**config.mk**
```make
export PLATFORM = sky130hd
export DESIGN_NAME = swse_ram
export DESIGN_NICKNAME = d
export VERILOG_FILES = /design/src/hdl/swse_ram.sv
export SDC_FILE = /design/constraint.sdc
export NUM_CORES = 1
export LEC_CHECK = 0
export CAP_MARGIN = 20
export CORE_MARGIN = 2
export CORE_UTILIZATION = 52
export DETAILED_ROUTE_END_ITERATION = 12
export DONT_BUFFER_PORTS = 1
export PLACE_DENSITY = 0.7
export SYNTH_ARGS = -nofsm -noshare
export SYNTH_HDL_FRONTEND = slang
export SYNTH_SLANG_ARGS = --single-unit
```
**constraint.sdc**
```tcl
create_clock -name aclk -period 4.3 [get_ports aclk]
set_input_delay 0.645 -clock aclk [delete_from_list [all_inputs] [get_ports aclk]]
set_output_delay 0.645 -clock aclk [all_outputs]
set_load 0.005 [all_outputs]
```
**src/hdl/swse_ram.sv**
```systemverilog
module swse_ram #(
    parameter int DW    = 16,
    parameter int DEPTH = 32
) (
    input  logic                     aclk,
    input  logic                     wr_en,
    input  logic [$clog2(DEPTH)-1:0] wr_addr,
    input  logic [DW-1:0]            wr_data,
    input  logic                     rd_en,
    input  logic [$clog2(DEPTH)-1:0] rd_addr,
    output logic [DW-1:0]            rd_data
);

    logic [DW-1:0] mem [DEPTH];
    logic [DW-1:0] rd_data_reg;

    always_ff @(posedge aclk) begin
        if (wr_en) begin
            mem[wr_addr] <= wr_data;
        end
        if (rd_en) begin
            rd_data_reg <= mem[rd_addr];
        end
    end

    assign rd_data = rd_data_reg;

endmodule

```
==> flow_metrics.env <==
export IMPL_worst_slack_ps=1968
export IMPL_ys_seq_area_share_pct=76.61
export IMPL_path_clk_slew_ps=60
export IMPL_cts_made_buffers=52
export IMPL_outcome="finished, final reports clean"
export IMPL_start_util_pct=52.33
export IMPL_wl_per_cell_um=26.98
export IMPL_p_comb_share_pct=3.3
export IMPL_cts_root_buffer="clkbuf_16"
export IMPL_synth_commonest_cells="528 x edfxtp_1, 256 x mux2i_1, 64 x a22oi_1"
export IMPL_fin_cells=1730
export IMPL_cts_tree="yes"
export IMPL_finalMaxSlewViolations=0
export IMPL_syn2layout_area_growth_pct=9.588
export IMPL_top_usage_layer="met2"
export IMPL_fillers=2905
export IMPL_seqPwrFrac_pct=55.9
export IMPL_io_buffers=0
export IMPL_ios=45
export IMPL_place_congestion=0.8359
export IMPL_fmax_mhz=428.8
export IMPL_grt_max_degree=257
export IMPL_nets=1197
export IMPL_drive_gt1_share_pct=9.046
export IMPL_dieWidth_um=203.5
export IMPL_antenna_found_initial=1
export IMPL_fin_crit_sh_pct=54.24
export IMPL_largest_register_ffs=512
export IMPL_worstSetupEndpointType="flop"
export IMPL_cap_violations=0
export IMPL_synth_fp_nets=1172
export IMPL_hpwl_mm=26.73
export IMPL_synth_seq_cells=528
export IMPL_period_minus_slack_ps=2332
export IMPL_crit_type="in2reg"
export IMPL_leakage_nw=7.786
export IMPL_hold_viol_final=0
export IMPL_place_inst=1639
export IMPL_postCtsSetupRepairBufs=0
export IMPL_startpoint_type="input port"
export IMPL_synth_edff_count=528
export IMPL_p_sw_w=0.002026
export IMPL_min_path_type="in2reg"
export IMPL_worstHoldStart="wr_data[7]"
export IMPL_grt_overflow=0
export IMPL_worst_pin_slew_ps=925.1
export IMPL_postRouteAntennaNets=0
export IMPL_max_stage_delay_ps=730
export IMPL_synth_area_leaders="edfxtp_1 77%, mux2i_1 12%, a22oi_1 2.3%, a22o_1 1.4%, nand3_1 0.82%"
export IMPL_swShare_pct=19.63
export IMPL_yosysMostFrequentCell="edfxtp_1"
export IMPL_vias_per_cell=6.036
export IMPL_required_ps=4620
export IMPL_vdd_drop_max_uv=361.6
export IMPL_diodes=0
export IMPL_power_density_nw_per_um2=455.2
export IMPL_cp_max_fo=35
export IMPL_synthFlopType="edfxtp_1"
export IMPL_clock_sinks=528
export IMPL_yosysTopAreaCellShare_pct=76.61
export IMPL_fin_tns_setup_ps=0
export IMPL_crit_start="rd_addr[1]"
export IMPL_dr_pass1_iters=5
export IMPL_cts_resized=0
export IMPL_holdBufCountCts=0
export IMPL_fp_dieH_um=203.5
export IMPL_met3_usage_pct=6.791
export IMPL_grt_pass1_vias=10234
export IMPL_skew_ps=21.63
export IMPL_syn_inst=1143
export IMPL_crit_slowest_cell="nor2b_4"
export IMPL_core_area_um2=39550
export IMPL_rsz0062_at_grt="no"
export IMPL_vias=10443
export IMPL_grt_pass1_wl_mm=68.24
export IMPL_gr_usage_met1_pct=31.03
export IMPL_r2r_start="mem[1][7]"
export IMPL_p_int_w=0.008298
export IMPL_wirelength_mm=46.68
export IMPL_clockBufferDepth=3
export IMPL_syn_cell_area_um2=20700
export IMPL_place_ws_ps=1415
export IMPL_crit_chain="nor2b_4 -> buf_4 -> a22oi_1 -> a31oi_1 -> nand3_1"
export IMPL_synth_avg_cell_area_um2=18.11
export IMPL_rows=73
export IMPL_drtIter0Drc=1096
export IMPL_synth_distinct_cells=25
export IMPL_max_slew_margin_pct=38.10
export IMPL_arrival_ps=2650
export IMPL_die_area_um2=41410
export IMPL_yosys_area_top_type="edfxtp_1"
export IMPL_grt_usage_pct=22.89
export IMPL_clk_latency_ps=590
export IMPL_cts_max_level=2
export IMPL_pwr_share_clk_pct=40.7
export IMPL_drc=0
export IMPL_use_met2_pct=35.68
export IMPL_ys_async_sr_fraction_pct=0
export IMPL_setup_viol=0
export IMPL_ys_warn_count=0
-- layer usage --
layer / wire, um / vias up
met5: 12 / -
met4: 1430 / 2
met3: 4760 / 100
met2: 21790 / 481
met1: 18690 / 5246
li1: - / 4614
-- final timing paths --
check	end	slack (ps)	depth (start not counted)
max	rd_data[15]	1970	5
min	mem[11][7]	150	0
max reg2reg	rd_data[7]	2610	5
min reg2reg	rd_data[11]	720	4
-- cells in the final DEF, fill, tap and decap left out, drive strengths merged --
cell type and n:
a31oi 16, buf 38, clkinv 19, or3 1
or3b 3, a22o 32, nand2b 2, nor3 16
clkbuf 69, clkinvlp 1, nor2 34, nand2 33
nand3 34, and2 1, mux2i 256, a21oi 32
or2 1, nand3b 5, nor2b 2, bufinv 2
a22oi 64, edfxtp 528, nand4 16
-- logic make-up after synthesis --
logic type / Yosys count / synth area share (%)
flops: 528 / 76.61
mux: 256 / 12.38
simple gates: 148 / 3.464
compound gates: 144 / 4.933
buf+inv: 67 / 2.612
-- critical path, delay by kind of cell --
kind	cells	cell delay (ps)
AND/OR/NAND/NOR	2	840
buffers and inverters	1	550
AO/OA/AOI/OAI	2	600
-- power by group through the flow --
stage | combinational [W] | clock, W | sequential (W)
after floorplan | 0.000322 | 0 | 0.00587
final | 0.000344 | 0.00420 | 0.00578
after detailed placement | 0.000333 | 0 | 0.00588
after CTS | 0.000336 | 0.00426 | 0.00578
after global placement | 0.000329 | 0 | 0.00588
after global routing | 0.000360 | 0.00446 | 0.00578
-- metrics by stage --
| stage | utilization [%] | hold WS (ps) | power [W] | cell area (um2) |
|---|---|---|---|---|
| CTS | 57.35 | 118.0 | 0.01037 | 22680 |
| global placement | 53.39 | 714.5 | 0.006210 | 21110 |
| detailed placement | 53.39 | 706.1 | 0.006218 | 21110 |
| floorplan | - | 629.3 | 0.006191 | 20700 |
| global route | 57.35 | 119.6 | 0.01060 | 22680 |
| finish | 57.35 | 146.3 | 0.01032 | 22680 |
-- area by class of cell --
type / count / area (um2) / area share [%]
multi-input cells: 548 / 4317 / 19.03
flip-flops and latches: 528 / 15860 / 69.91
repair buffers: 38 / 285.3 / 1.258
clock inverters: 22 / 158.9 / 0.7006
clock buffers: 69 / 1408 / 6.206
well taps: 525 / 656.9 / 2.896
Power figures use the tool's default switching activity.
