===== src/hdl/swse_pkg.sv =====
package swse_pkg;

    localparam int SAMPLE_W   = 16;
    localparam int TIME_W     = 16;
    localparam int SETTLE_W   = 5;
    localparam int MINP_W     = 6;
    localparam int CFG_IDX_W  = 4;
    localparam int CFG_DATA_W = 8;

    localparam logic [CFG_IDX_W-1:0] REG_SETTLE = 4'd0;
    localparam logic [CFG_IDX_W-1:0] REG_MINP   = 4'd1;

    localparam logic [SETTLE_W-1:0] SETTLE_RESET = 5'd10;
    localparam logic [MINP_W-1:0]   MINP_RESET   = 6'd5;
    localparam logic [TIME_W-1:0]   TIME_MAX     = 16'hFFFF;

    // sized for the largest supported window (256 entries)
    localparam int N_W        = 9;
    localparam int SLOT_MAX_W = 8;

    localparam int SY_W    = 24;
    localparam int SUY_W   = 34;
    localparam int SU_W    = 16;
    localparam int SUU_W   = 24;
    localparam int NUM_W   = 45;
    localparam int DEN_W   = 32;
    localparam int SX_W    = 26;
    localparam int MUL_A_W = 36;
    localparam int MUL_B_W = 27;
    localparam int PROD_W  = MUL_A_W + MUL_B_W;
    localparam int DVD_W   = 60;
    localparam int FRAC_SH = 12;
    localparam int SLOPE_W = 32;
    localparam int ICPT_W  = 48;

    typedef struct packed {
        logic                       heat_flag;
        logic signed [SAMPLE_W-1:0] sample;
    } in_t;

    typedef struct packed {
        logic signed [SLOPE_W-1:0] slope;
        logic signed [ICPT_W-1:0]  intercept;
        logic                      fit_valid;
    } out_t;

    typedef struct packed {
        logic                  fit;
        logic [N_W-1:0]        n;
        logic [SLOT_MAX_W-1:0] last_slot;
        logic [TIME_W-1:0]     ti;
    } job_t;

endpackage


===== src/hdl/swse_front.sv =====
module swse_front #(
    parameter int WINDOW_WIDTH = 32
) (
    input  logic                                aclk,
    input  logic                                aresetn,
    input  logic                                s_valid,
    output logic                                s_ready,
    input  swse_pkg::in_t                       s_data,
    input  logic                                cfg_valid,
    output logic                                cfg_ready,
    input  logic [swse_pkg::CFG_IDX_W-1:0]      cfg_index,
    input  logic [swse_pkg::CFG_DATA_W-1:0]     cfg_data,
    input  logic                                hold,
    output logic                                job_push,
    output swse_pkg::job_t                      job,
    output logic                                wr_en,
    output logic [$clog2(WINDOW_WIDTH)-1:0]     wr_addr,
    output logic [swse_pkg::SAMPLE_W-1:0]       wr_data
);

    import swse_pkg::*;

    localparam int SLOT_W = $clog2(WINDOW_WIDTH);
    localparam int CNT_W  = $clog2(WINDOW_WIDTH + 2);
    localparam int CMP_W  = (CNT_W > MINP_W) ? CNT_W : MINP_W;

    logic [SETTLE_W-1:0] settle_reg;
    logic [MINP_W-1:0]   minp_reg;
    logic [TIME_W-1:0]   ti_reg,     ti_next;
    logic [SLOT_W-1:0]   slot_reg,   slot_next;
    logic [CNT_W-1:0]    stable_reg, stable_next;

    logic [TIME_W-1:0] ti_cur;
    logic [SLOT_W-1:0] slot_cur;
    logic [CNT_W-1:0]  stable_base;
    logic [CNT_W-1:0]  n_cnt;
    logic              accept;

    assign s_ready   = ~hold;
    assign cfg_ready = 1'b1;
    assign accept    = s_valid & s_ready;

    always_comb begin
        ti_cur      = s_data.heat_flag ? '0 : ti_reg;
        slot_cur    = s_data.heat_flag ? '0 : slot_reg;
        // still settling: drop what was counted so far
        stable_base = (ti_cur <= TIME_W'(settle_reg)) ? '0 : stable_reg;
        stable_next = (stable_base < CNT_W'(WINDOW_WIDTH + 1)) ? stable_base + 1'b1
                                                               : stable_base;
        slot_next   = (slot_cur == SLOT_W'(WINDOW_WIDTH - 1)) ? '0 : slot_cur + 1'b1;
        ti_next     = (ti_cur == TIME_MAX) ? ti_cur : ti_cur + 1'b1;
        n_cnt       = (stable_next < CNT_W'(WINDOW_WIDTH)) ? stable_next
                                                           : CNT_W'(WINDOW_WIDTH);
    end

    assign job_push      = accept;
    assign job.fit       = CMP_W'(stable_next) > CMP_W'(minp_reg);
    assign job.n         = N_W'(n_cnt);
    assign job.last_slot = SLOT_MAX_W'(slot_cur);
    assign job.ti        = ti_next;

    assign wr_en   = accept;
    assign wr_addr = slot_cur;
    assign wr_data = s_data.sample;

    always_ff @(posedge aclk) begin
        if (!aresetn) begin
            settle_reg <= SETTLE_RESET;
            minp_reg   <= MINP_RESET;
            ti_reg     <= '0;
            slot_reg   <= '0;
            stable_reg <= '0;
        end else begin
            if (cfg_valid && cfg_ready) begin
                if (cfg_index == REG_SETTLE) begin
                    settle_reg <= cfg_data[SETTLE_W-1:0];
                end
                if (cfg_index == REG_MINP) begin
                    minp_reg <= cfg_data[MINP_W-1:0];
                end
            end
            if (accept) begin
                ti_reg     <= ti_next;
                slot_reg   <= slot_next;
                stable_reg <= stable_next;
            end
        end
    end

endmodule


===== config.mk =====
export PLATFORM = sky130hd
export DESIGN_NAME = swse_front
export DESIGN_NICKNAME = d
export VERILOG_FILES = /design/src/hdl/swse_pkg.sv /design/src/hdl/swse_front.sv
export SDC_FILE = /design/constraint.sdc
export NUM_CORES = 1
export LEC_CHECK = 0
export BUFFER_PORTS_ARGS = -buffer_cell sky130_fd_sc_hd__buf_2
export CAP_MARGIN = 20
export CORE_MARGIN = 4
export CORE_UTILIZATION = 50
export DETAILED_ROUTE_END_ITERATION = 12
export PLACE_DENSITY = 0.86
export SLEW_MARGIN = 20
export SYNTH_ARGS = -nofsm -noshare
export SYNTH_HDL_FRONTEND = slang
export SYNTH_SLANG_ARGS = --single-unit

===== constraint.sdc =====
create_clock -name aclk -period 9.25 [get_ports aclk]
set_input_delay 1.85 -clock aclk [delete_from_list [all_inputs] [get_ports aclk]]
set_output_delay 1.85 -clock aclk [all_outputs]
set_load 0.05 [all_outputs]

==> flow_metrics.py <==
metrics = {
    "power_and_ir_drop": {
        "ir_worst_vdd_uv": 55.2,
        "powerDensity_nw_per_um2": 105,
        "p_leak_nw": 1.39,
    },
    "timing": {
        "min_period_over_period_pct": 89.3,
        "finalMaxSlewViolations": 0,
        "fmax_ghz": 0.121,
        "finalHoldViolations": 0,
        "setup_viol": 0,
        "tightest_slew_ps": 827,
        "fin_skew_ps": 12.3,
        "period_needed_ps": 8260,
        "timing.setup.tns_ps": 0,
        "rsz0062_at_grt": "no",
        "relSlewSlack_pct": 44.4,
    },
    "critical_path": {
        "crit_family": "compound AO/OA/AOI/OAI gates",
        "cp_max_fo": 39,
        "slowest_delay_ps": 480,
        "critPathSlowestCell": "o21ai_1",
        "start_kind": "input pin",
        "cp.required_ps": 7400,
        "crit_path_end_kind": "primary output",
        "critPathKind": "in -> out",
        "cp_cell_sequence": "buf_2 > buf_4 > and4bb_2 > o311ai_1 > nor2_1 > o21ai_1 > and2_1 > inv_1 > ha_1 > inv_1 > o41ai_2 > buf_4 > nor2_1 > mux2_1 > ha_1 > nor2b_1 > o21a_1 > o21ai_0 > nand2b_1 > a211oi_1 > nor2_1 > buf_2",
        "worst_path_most_repeated_cell": "nor2_1",
        "path_buf_inv": 6,
        "reg2reg_slack_ps": 6000,
        "crit_arrival_ps": 6410,
    },
    "synth": {
        "seq_area_frac_synth_pct": 24.8,
        "synthMuxAreaShare_pct": 4.17,
        "netlist_instances": 390,
        "ys_top_cells_by_area": "dfxtp_1 25%, buf_4 7.6%, ha_1 6.1%",
        "synth-simple-area-share_pct": 27.0,
        "synth_compound_gate_area_share_pct": 18.7,
        "async_flop_share_pct": 0,
        "yosys_warnings": 0,
        "synth_top_family_by_area": "simple AND/OR/NAND/NOR gates",
        "synth.distinct_cells": 64,
        "ys.flop_type": "dfxtp_1",
        "syn_area_um2": 3060,
        "ys_ff_latch": 38,
        "synth_top_area_cell": "dfxtp_1",
        "synthAdderAreaFrac_pct": 6.13,
        "synth_edf_count": 0,
        "synth_xor_area_share_pct": 5.43,
        "syn_area_per_cell_um2": 7.85,
        "synth.top_cell.area_share_pct": 24.8,
    },
    "drt": {
        "drtAntennaViolNets": 0,
        "drtIter0Drc": 135,
        "wl_per_cell_um": 14.7,
        "drt_wl_total_um": 7010,
        "viasPerCell": 5.75,
        "vias": 2735,
        "drc": 0,
        "drt_first_pass_iters": 5,
    },
    "die": {
        "die_area_um2": 7440,
        "die_h_um": 86.3,
        "num_rows": 28,
        "die_w_um": 86.3,
        "num_io_pins": 93,
        "core_area_um2": 5920,
        "start_util_pct": 51.7,
    },
    "clocking": {
        "cts_max_level": 2,
        "postCtsSetupBuffers": 0,
        "root_buffer": "clkbuf_8",
        "clk_pin_slew_worst_paths_ps": 70,
        "clockBufferDepth": 2,
        "ctsHoldBuffers": 0,
        "cts_buffers": 5,
        "clkLatencyLatePin_ps": 300,
        "cts_tree": "yes",
        "cts_resized": 0,
        "cts.sinks": 38,
    },
    "hold_path": {
        "hold_class": "reg -> reg",
    },
    "placement": {
        "port_buffers": 51,
        "place_area_um2": 3110,
        "gp_congestion": 0.871,
        "place_hpwl_um": 5000,
    },
    "global_route": {
        "grt_pass1_vias": 2495,
        "grt_usage_pct": 18.4,
        "antenna_found_initial": 0,
        "grt_max_degree": 47,
        "grt-ovfl-total": 0,
        "grt_pass1_wl_um": 11300,
    },
    "final_layout": {
        "largest_reg_flops": 16,
        "stdcell_area_um2": 3200,
        "final_nets": 449,
        "antenna_cells": 0,
        "drive_gt1_share_pct": 19.2,
        "fillers": 548,
        "syn_to_final_growth_pct": 4.53,
    },
    "job": {
        "maxCapViolations": 0,
    },
    "run_status": {
        "status": "finished, final reports clean",
    },
}
cell families after synthesis:
logic type      count (synthesis)
fa+ha+maj                      15
buf+inv                        74
xor+xnor                       19
compound gates                 83
flops                          38
mux                            12
other cells                     2
simple gates                  147
cell usage after synthesis, drive strengths merged, types with 3 or more instances:
| library cell | number |
|---|---|
| mux2 | 3 |
| nor3 | 8 |
| o21ai | 31 |
| a31oi | 6 |
| o21a | 3 |
| a211oi | 3 |
| a21oi | 7 |
| nor2 | 15 |
| and2 | 5 |
| clkbuf | 16 |
| o211ai | 5 |
| nand4 | 11 |
| nor2b | 25 |
| dfxtp | 38 |
| or4 | 7 |
| xor2 | 5 |
| nand3 | 17 |
| xnor2 | 14 |
| mux2i | 9 |
| nand2 | 38 |
| a21boi | 11 |
| buf | 40 |
| o21ba | 3 |
| inv | 18 |
| and3 | 7 |
| ha | 15 |
tightest hold or removal path, cell delays in order, from the launching register on:
cell     delay [ps]
dfxtp_1         310
nand3_1          60
nand2_1          50
power by group:
group	internal, mW	switching (mW)	leakage, nW	total, mW
Sequential	0.166	0.00206	0.308	0.168
Combinational	0.0139	0.0343	1.03	0.0482
Clock	0.0599	0.0616	0.0472	0.121
layout make-up:
class / count / area, µm² / area share, %
Multi-Input combinational cell: 283 / 1910 / 59.6
Sequential cell: 38 / 761 / 23.8
Timing Repair Buffer: 54 / 278 / 8.68
Tap cell: 75 / 93.8 / 2.93
Clock buffer: 6 / 82.6 / 2.58
Inverter: 18 / 67.6 / 2.11
Clock inverter: 2 / 12.5 / 0.391
cells in the final DEF, fill, tap and decap left out, types with 5 or more instances in the layout:
master	n
and3_1	6
a21oi_1	7
dfxtp_1	38
nand4_1	10
nor2_1	15
nor2b_1	23
ha_1	15
nand2_1	38
clkbuf_8	6
nand3_1	16
buf_2	51
a21boi_0	6
xnor2_1	14
xor2_1	5
or4_1	6
o21ai_0	29
o211ai_1	5
a21boi_1	5
a31oi_1	5
nor3_1	8
mux2i_1	9
conb_1	7
inv_1	18
and2_1	5
worst paths after layout:
path	startpoint	to	cells past startpoint
worst max-delay path	s_data[16]	job[33]	22
worst min-delay path	ti_reg[0]	ti_reg[0]	2
worst max register to register	ti_reg[3]	stable_reg[0]	15
worst min register to register	ti_reg[0]	ti_reg[0]	2
layer usage:
metal,routed length [µm],vias to the layer above,GRT usage (%)
met3,397,10,3.99
li1,-,1348,-
met2,3460,80,31.6
met5,0,-,0
met1,3070,1297,22.7
met4,81,0,6.52
stage by stage:
| step | setup slack, ps | util (%) | hold WS [ps] | instances | total power, mW |
|---|---|---|---|---|---|
| 2_1_floorplan | 1700 | - | 429 | 395 | 0.230 |
| 3_3_place_gp | 1320 | 52.5 | 439 | 468 | 0.218 |
| 3_5_place_dp | 1090 | 52.5 | 455 | 468 | 0.220 |
| 4_1_cts | 1050 | 54.1 | 468 | 476 | 0.341 |
| 5_1_grt | 678 | 54.1 | 499 | 476 | 0.351 |
| 6_report | 994 | 54.1 | 472 | 476 | 0.338 |
Note: power is estimated with default switching activity, not from simulation.
