===== config.mk =====
export PLATFORM = sky130hd
export DESIGN_NAME = swse_fifo
export DESIGN_NICKNAME = d
export VERILOG_FILES = /design/src/hdl/swse_pkg.sv /design/src/hdl/swse_fifo.sv
export SDC_FILE = /design/constraint.sdc
export NUM_CORES = 1
export LEC_CHECK = 0
export BUFFER_PORTS_ARGS = -buffer_cell sky130_fd_sc_hd__buf_4
export CAP_MARGIN = 40
export CORE_ASPECT_RATIO = 1.75
export CORE_MARGIN = 2
export CORE_UTILIZATION = 46
export DETAILED_ROUTE_END_ITERATION = 8
export PLACE_DENSITY = 0.79
export SLEW_MARGIN = 10
export SYNTH_ARGS = -nofsm -noshare
export SYNTH_HDL_FRONTEND = slang
export SYNTH_SLANG_ARGS = --single-unit

===== constraint.sdc =====
create_clock -name aclk -period 2.6 [get_ports aclk]
set_input_delay 0.65 -clock aclk [delete_from_list [all_inputs] [get_ports aclk]]
set_output_delay 0.65 -clock aclk [all_outputs]
set_load 0.01 [all_outputs]

===== src/hdl/swse_pkg.sv =====
package swse_pkg;

    localparam int SAMPLE_W   = 16;
    localparam int TIME_W     = 16;
    localparam int SETTLE_W   = 5;
    localparam int MINP_W     = 6;
    localparam int CFG_IDX_W  = 4;
    localparam int CFG_DATA_W = 8;

    localparam logic [CFG_IDX_W-1:0] REG_SETTLE = 4'd0;
    localparam logic [CFG_IDX_W-1:0] REG_MINP   = 4'd1;

    localparam logic [SETTLE_W-1:0] SETTLE_RESET = 5'd10;
    localparam logic [MINP_W-1:0]   MINP_RESET   = 6'd5;
    localparam logic [TIME_W-1:0]   TIME_MAX     = 16'hFFFF;

    // sized for the largest supported window (256 entries)
    localparam int N_W        = 9;
    localparam int SLOT_MAX_W = 8;

    localparam int SY_W    = 24;
    localparam int SUY_W   = 34;
    localparam int SU_W    = 16;
    localparam int SUU_W   = 24;
    localparam int NUM_W   = 45;
    localparam int DEN_W   = 32;
    localparam int SX_W    = 26;
    localparam int MUL_A_W = 36;
    localparam int MUL_B_W = 27;
    localparam int PROD_W  = MUL_A_W + MUL_B_W;
    localparam int DVD_W   = 60;
    localparam int FRAC_SH = 12;
    localparam int SLOPE_W = 32;
    localparam int ICPT_W  = 48;

    typedef struct packed {
        logic                       heat_flag;
        logic signed [SAMPLE_W-1:0] sample;
    } in_t;

    typedef struct packed {
        logic signed [SLOPE_W-1:0] slope;
        logic signed [ICPT_W-1:0]  intercept;
        logic                      fit_valid;
    } out_t;

    typedef struct packed {
        logic                  fit;
        logic [N_W-1:0]        n;
        logic [SLOT_MAX_W-1:0] last_slot;
        logic [TIME_W-1:0]     ti;
    } job_t;

endpackage


===== src/hdl/swse_fifo.sv =====
module swse_fifo (
    input  logic           aclk,
    input  logic           aresetn,
    input  logic           push,
    input  swse_pkg::job_t push_data,
    input  logic           pop,
    output swse_pkg::job_t pop_data,
    output logic           empty,
    output logic           full
);

    import swse_pkg::*;

    job_t       entry_reg [2];
    logic       wr_ptr_reg;
    logic       rd_ptr_reg;
    logic [1:0] count_reg;

    assign empty    = (count_reg == 2'd0);
    assign full     = (count_reg == 2'd2);
    assign pop_data = entry_reg[rd_ptr_reg];

    always_ff @(posedge aclk) begin
        if (push && !full) begin
            entry_reg[wr_ptr_reg] <= push_data;
        end
    end

    always_ff @(posedge aclk) begin
        if (!aresetn) begin
            wr_ptr_reg <= 1'b0;
            rd_ptr_reg <= 1'b0;
            count_reg  <= 2'd0;
        end else begin
            if (push && !full) begin
                wr_ptr_reg <= ~wr_ptr_reg;
            end
            if (pop && !empty) begin
                rd_ptr_reg <= ~rd_ptr_reg;
            end
            if ((push && !full) && !(pop && !empty)) begin
                count_reg <= count_reg + 1'b1;
            end else if (!(push && !full) && (pop && !empty)) begin
                count_reg <= count_reg - 1'b1;
            end
        end
    end

endmodule


==> impl_metrics.ini, run 1 <==
[timing]
whs_ns = 0.501
timing.fmax_mhz = 450
fin_tns_setup_ns = 0
slew_headroom = 0.685
finClkSkew_ns = 0.00696
grt_setup_unrepaired = no
finalSetupViolCount = 0
fin_crit_ns = 2.22
fin_crit_sh = 0.854
drv_slew = 0
tightest_slew_ns = 0.472
final-hold-violation-count = 0

[logic_synthesis]
ys_warn_count = 0
synth-seq-cells = 73
syn-instance-count = 131
ys_types = 21
synth_edf_count = 68
syn_avg_cell_area_sq_um = 20.5
synth-seq-area-share = 0.797
synth_nets = 170
synthArstFlopShare = 0
synth_area_sq_um = 2690
synthFlopType = edfxtp_1

[floorplan]
ios = 74
die-area_sq_um = 6490
dieWidth_microns = 61.8
die_h_microns = 105
std_cell_rows = 36
start_util = 0.481
core-area_sq_um = 5590

[global_route]
grt_pass1_vias = 1434
antenna_found_initial = 0
track_usage = 0.147
gr-total-overflow = 0
grt_max_degree = 35
grt_pass1_wl_mm = 6.58

[min_path]
min-delay-start = push_data[18]
hold_path.class = in2reg
min_path_cells = 1
worstHoldEndpoint = entry_reg[1][18]

[drt]
vias_per_cell = 4.71
vias = 1384
drt.antenna.violating_nets = 0
drtIter0Drc = 42
routed_wl_mm = 4.37
drc_errors = 0
route.detailed.wl_per_inst_microns = 14.8
first_pass_iters = 3

[clocking]
cts_resized = 0
path_clk_slew_ns = 0.07
post-cts-setup-buffers = 0
clock-root-buffer = clkbuf_8
cts_tree = built
holdBufCountCts = 0
cts.sink_count = 73
insertion_delay_ns = 0.33
htree_num_levels = 3
cts_buffer_depth = 2
numCtsBuffers = 9

[final_layout]
final_area_sq_um = 3480
nets = 254
fin_util = 0.623
area_growth_pct = 29.6
num_antenna_cells = 0
drive_gt1_frac = 0.560
largest_reg_flops = 68

[critical_path]
endpoint_kind = primary output
start_kind = flip-flop
worstPathCellList = buf_4 > mux2_2 > buf_4
cp_top_family = buffers and inverters
slowest_delay_ns = 0.41
critPathRequiredTime_ns = 1.95
crit_fanout = 34
reg2reg_slack_ns = 0.97
slowest_stage = mux2_2
arrival_ns = 1.57
r2r_cells = 6
r2r_end = count_reg[1]
crit_top_cell = buf_4
r2r-start = count_reg[0]
path_buf_inv = 2
crit_type = reg2out

[pwr]
p_per_area_nw_per_um2 = 905
leakagePower_nw = 1.31
ir_drop_mv = 0.621

[job]
max-cap-violations = 0

[place]
placed_cell_area_sq_um = 3340
gp_congestion = 0.689
portBuffers = 73

[outcome]
outcome = finished clean
kinds of logic (layout without fill, tap and decap cells):
logic type,Yosys count,after routing,synth area share
buffers and inverters,6,93,0.0130
AO/OA/AOI/OAI,5,5,0.0121
XOR/XNOR,3,3,0.00978
flip-flops,73,73,0.797
adder cells (fa/ha/maj),1,1,0.00466
multiplexers,34,34,0.143
AND/OR/NAND/NOR,9,9,0.0205
synthesized netlist by cell type, types with 2 or more instances:
cell,n,area [sq um]
buf_4,3,22.5
edfxtp_1,68,2040
and2_1,3,18.8
mux2_2,34,383
xnor2_1,2,17.5
dfxtp_1,5,100
nor2_1,2,7.51
metrics by stage:
| step | power, W | setup slack [ns] | std cells |
|---|---|---|---|
| 2_1_floorplan | 0.00210 | 0.0780 | 131 |
| 3_3_place_gp | 0.00250 | 0.704 | 280 |
| 3_5_place_dp | 0.00252 | 0.707 | 280 |
| 4_1_cts | 0.00320 | 0.343 | 294 |
| 5_1_grt | 0.00331 | 0.280 | 294 |
| 6_report | 0.00315 | 0.379 | 294 |
metal layers:
| layer | global-route usage | wire length [microns] | vias to the layer above |
|---|---|---|---|
| met5 | 0 | 0 | - |
| li1 | - | - | 670 |
| met3 | 0.0396 | 212 | 12 |
| met4 | 0.100 | 140 | 0 |
| met2 | 0.242 | 2420 | 40 |
| met1 | 0.151 | 1590 | 662 |
worst register-to-register path, cell delays in order (launching register included):
cell and delay (ns):
dfxtp_1 0.42, nand2b_1 0.18, inv_2 0.07, nor2_1 0.13, ha_1 0.28, or3_1 0.36
a21boi_1 0.13
worst max-delay path by stage:
stage                     startpoint         endpoint  slack, ns  depth (start not counted)
after floorplan                 push  entry_reg[0][0]       0.08                          2
after global placement     flip-flop     pop_data[25]       0.70                          3
after detailed placement   flip-flop     pop_data[25]       0.71                          3
after CTS                  flip-flop     pop_data[25]       0.34                          3
after global routing       flip-flop     pop_data[25]       0.28                          3
final                      flip-flop     pop_data[23]       0.38                          3
power breakdown:
part           switching (W)  internal, W  total, W
clock network       0.000342     0.000330  0.000672
registers          0.0000495      0.00148   0.00153
logic               0.000438     0.000511  0.000949
cell type report:
class | instances | area, sq um
clock buffer | 12 | 135
inverter | 2 | 7.51
sequential | 73 | 2140
multi-input combinational | 52 | 515
fill | 460 | 2100
tap | 76 | 95.1
timing repair buffer | 77 | 578
clock inverter | 2 | 7.51
layout by cell type, fill, tap and decap left out, types with 2 or more instances in the layout:
cell and count:
edfxtp_1 68, clkbuf_1 3, dfxtp_1 5, clkbuf_8 9
and2_1 3, buf_4 77, clkinv_1 2, nor2_1 2
mux2_2 34, xnor2_1 2
(Power assumes the default switching activity.)
==> run 2: changes to the inputs <==
--- a/config.mk
+++ b/config.mk
@@ -7,11 +7,13 @@
 export LEC_CHECK = 0
 export BUFFER_PORTS_ARGS = -buffer_cell sky130_fd_sc_hd__buf_4
 export CAP_MARGIN = 40
+export CELL_PAD_IN_SITES_DETAIL_PLACEMENT = 1
+export CELL_PAD_IN_SITES_GLOBAL_PLACEMENT = 1
 export CORE_ASPECT_RATIO = 1.75
 export CORE_MARGIN = 2
-export CORE_UTILIZATION = 46
+export CORE_UTILIZATION = 39
 export DETAILED_ROUTE_END_ITERATION = 8
-export PLACE_DENSITY = 0.79
+export PLACE_DENSITY = 0.8
 export SLEW_MARGIN = 10
 export SYNTH_ARGS = -nofsm -noshare
 export SYNTH_HDL_FRONTEND = slang
==> impl_metrics.ini, run 2 (synthesis results as in run 1) <==
[drt]
first_pass_iters = 4
drt.antenna.violating_nets = 0
drc_errors = 0
routed_wl_mm = 5.06
vias = 1459
route.detailed.wl_per_inst_microns = 16.6
vias_per_cell = 4.78
drtIter0Drc = 93

[clocking]
cts_tree = built
holdBufCountCts = 0
cts.sink_count = 73
post-cts-setup-buffers = 0
path_clk_slew_ns = 0.05
insertion_delay_ns = 0.33
htree_num_levels = 3
clock-root-buffer = clkbuf_16
cts_buffer_depth = 2
cts_resized = 0
numCtsBuffers = 9

[critical_path]
r2r_cells = 3
slowest_stage = mux2_2
slowest_delay_ns = 0.39
critPathRequiredTime_ns = 1.95
arrival_ns = 1.50
crit_fanout = 23
path_buf_inv = 2
crit_top_cell = buf_4
cp.depth = 3
crit_type = reg2out
endpoint_kind = primary output
cp_top_family = buffers and inverters
worstPathCellList = buf_4 > mux2_2 > buf_4
start_kind = flip-flop

[timing]
finClkSkew_ns = 0.00461
slew_headroom = 0.615
grt_setup_unrepaired = no
fin_crit_ns = 2.15
timing.fmax_mhz = 465
finalSetupViolCount = 0
fin_tns_setup_ns = 0
final-hold-violation-count = 0
fin_crit_sh = 0.828
tightest_slew_ns = 0.577
drv_slew = 0
setup_slack_ns = 0.448

[place]
placed_cells = 290
gp_congestion = 0.682
pre_cts_ws_ns = 0.696
portBuffers = 73
placed_cell_area_sq_um = 3360
post-dp-hpwl_mm = 3.62

[floorplan]
core-area_sq_um = 6760
ios = 74
dieWidth_microns = 66.7
start_util = 0.398
die-area_sq_um = 7590
die_h_microns = 114
std_cell_rows = 40

[final_layout]
num_antenna_cells = 0
largest_reg_flops = 68
num-fill-cells = 646
final_area_sq_um = 3620
final_common_cell = buf_4
layout_common_cells = buf_4 (79), edfxtp_1 (68), mux2_2 (34)
area_growth_pct = 34.7
stdcell_count = 305
nets = 256
drive_gt1_frac = 0.584
fin_util = 0.535

[pwr]
leakagePower_nw = 1.37
p_per_area_nw_per_um2 = 984
ir_drop_mv = 0.633

[global_route]
gr-total-overflow = 0
use_met1 = 0.169
grt_pass1_vias = 1519
antenna_found_initial = 0
grt.busiest_layer = met2
grt_pass1_wl_mm = 7.90
track_usage = 0.148
grt_max_degree = 24
use_met2 = 0.249
use_met3 = 0.0394

[min_path]
hold_path.class = in2reg
min_path_cells = 1

[job]
max-cap-violations = 0

[outcome]
outcome = finished clean
[run 2: cell types whose count changed in the layout (fill, tap and decap cells not counted), sizes merged]
cell and change:
clkbuf -2, clkinv +3, buf +2
[run 2: layout make-up]
type / instances / area, sq um / area share
inverters: 2 / 7.51 / 0.00208
well taps: 84 / 105 / 0.0291
clock inverters: 5 / 23.8 / 0.00657
multi-input cells: 52 / 517 / 0.143
clock buffers: 10 / 229 / 0.0633
flip-flops and latches: 73 / 2140 / 0.592
repair buffers: 79 / 593 / 0.164
[run 2: per-layer routing]
metal / vias up / part of all wire
li1: 675 / -
met1: 717 / 0.38
met2: 56 / 0.54
met3: 11 / 0.052
met4: 0 / 0.024
met5: - / 0
[run 2: per-stage QoR]
step	hold slack [ns]	power, W
after global placement	0.500	0.00253
after global routing	0.496	0.00374
final	0.508	0.00356
after detailed placement	0.521	0.00257
after CTS	0.492	0.00363
after floorplan	0.483	0.00210
[run 2: worst paths after layout]
kind	startpoint	to	slack (ns)
hold / removal	push_data[9]	entry_reg[0][9]	0.51
hold reg to reg	count_reg[1]	count_reg[1]	0.53
setup / recovery	flip-flop	pop_data[21]	0.45
setup reg to reg	count_reg[0]	entry_reg[1][28]	0.84
[run 2: report_power, final]
part,total [W],internal (W),switching (W)
Combinational,0.000987,0.000523,0.000464
Sequential,0.00153,0.00148,0.0000526
Clock,0.00104,0.000628,0.000409
Total,0.00356,0.00263,0.000925
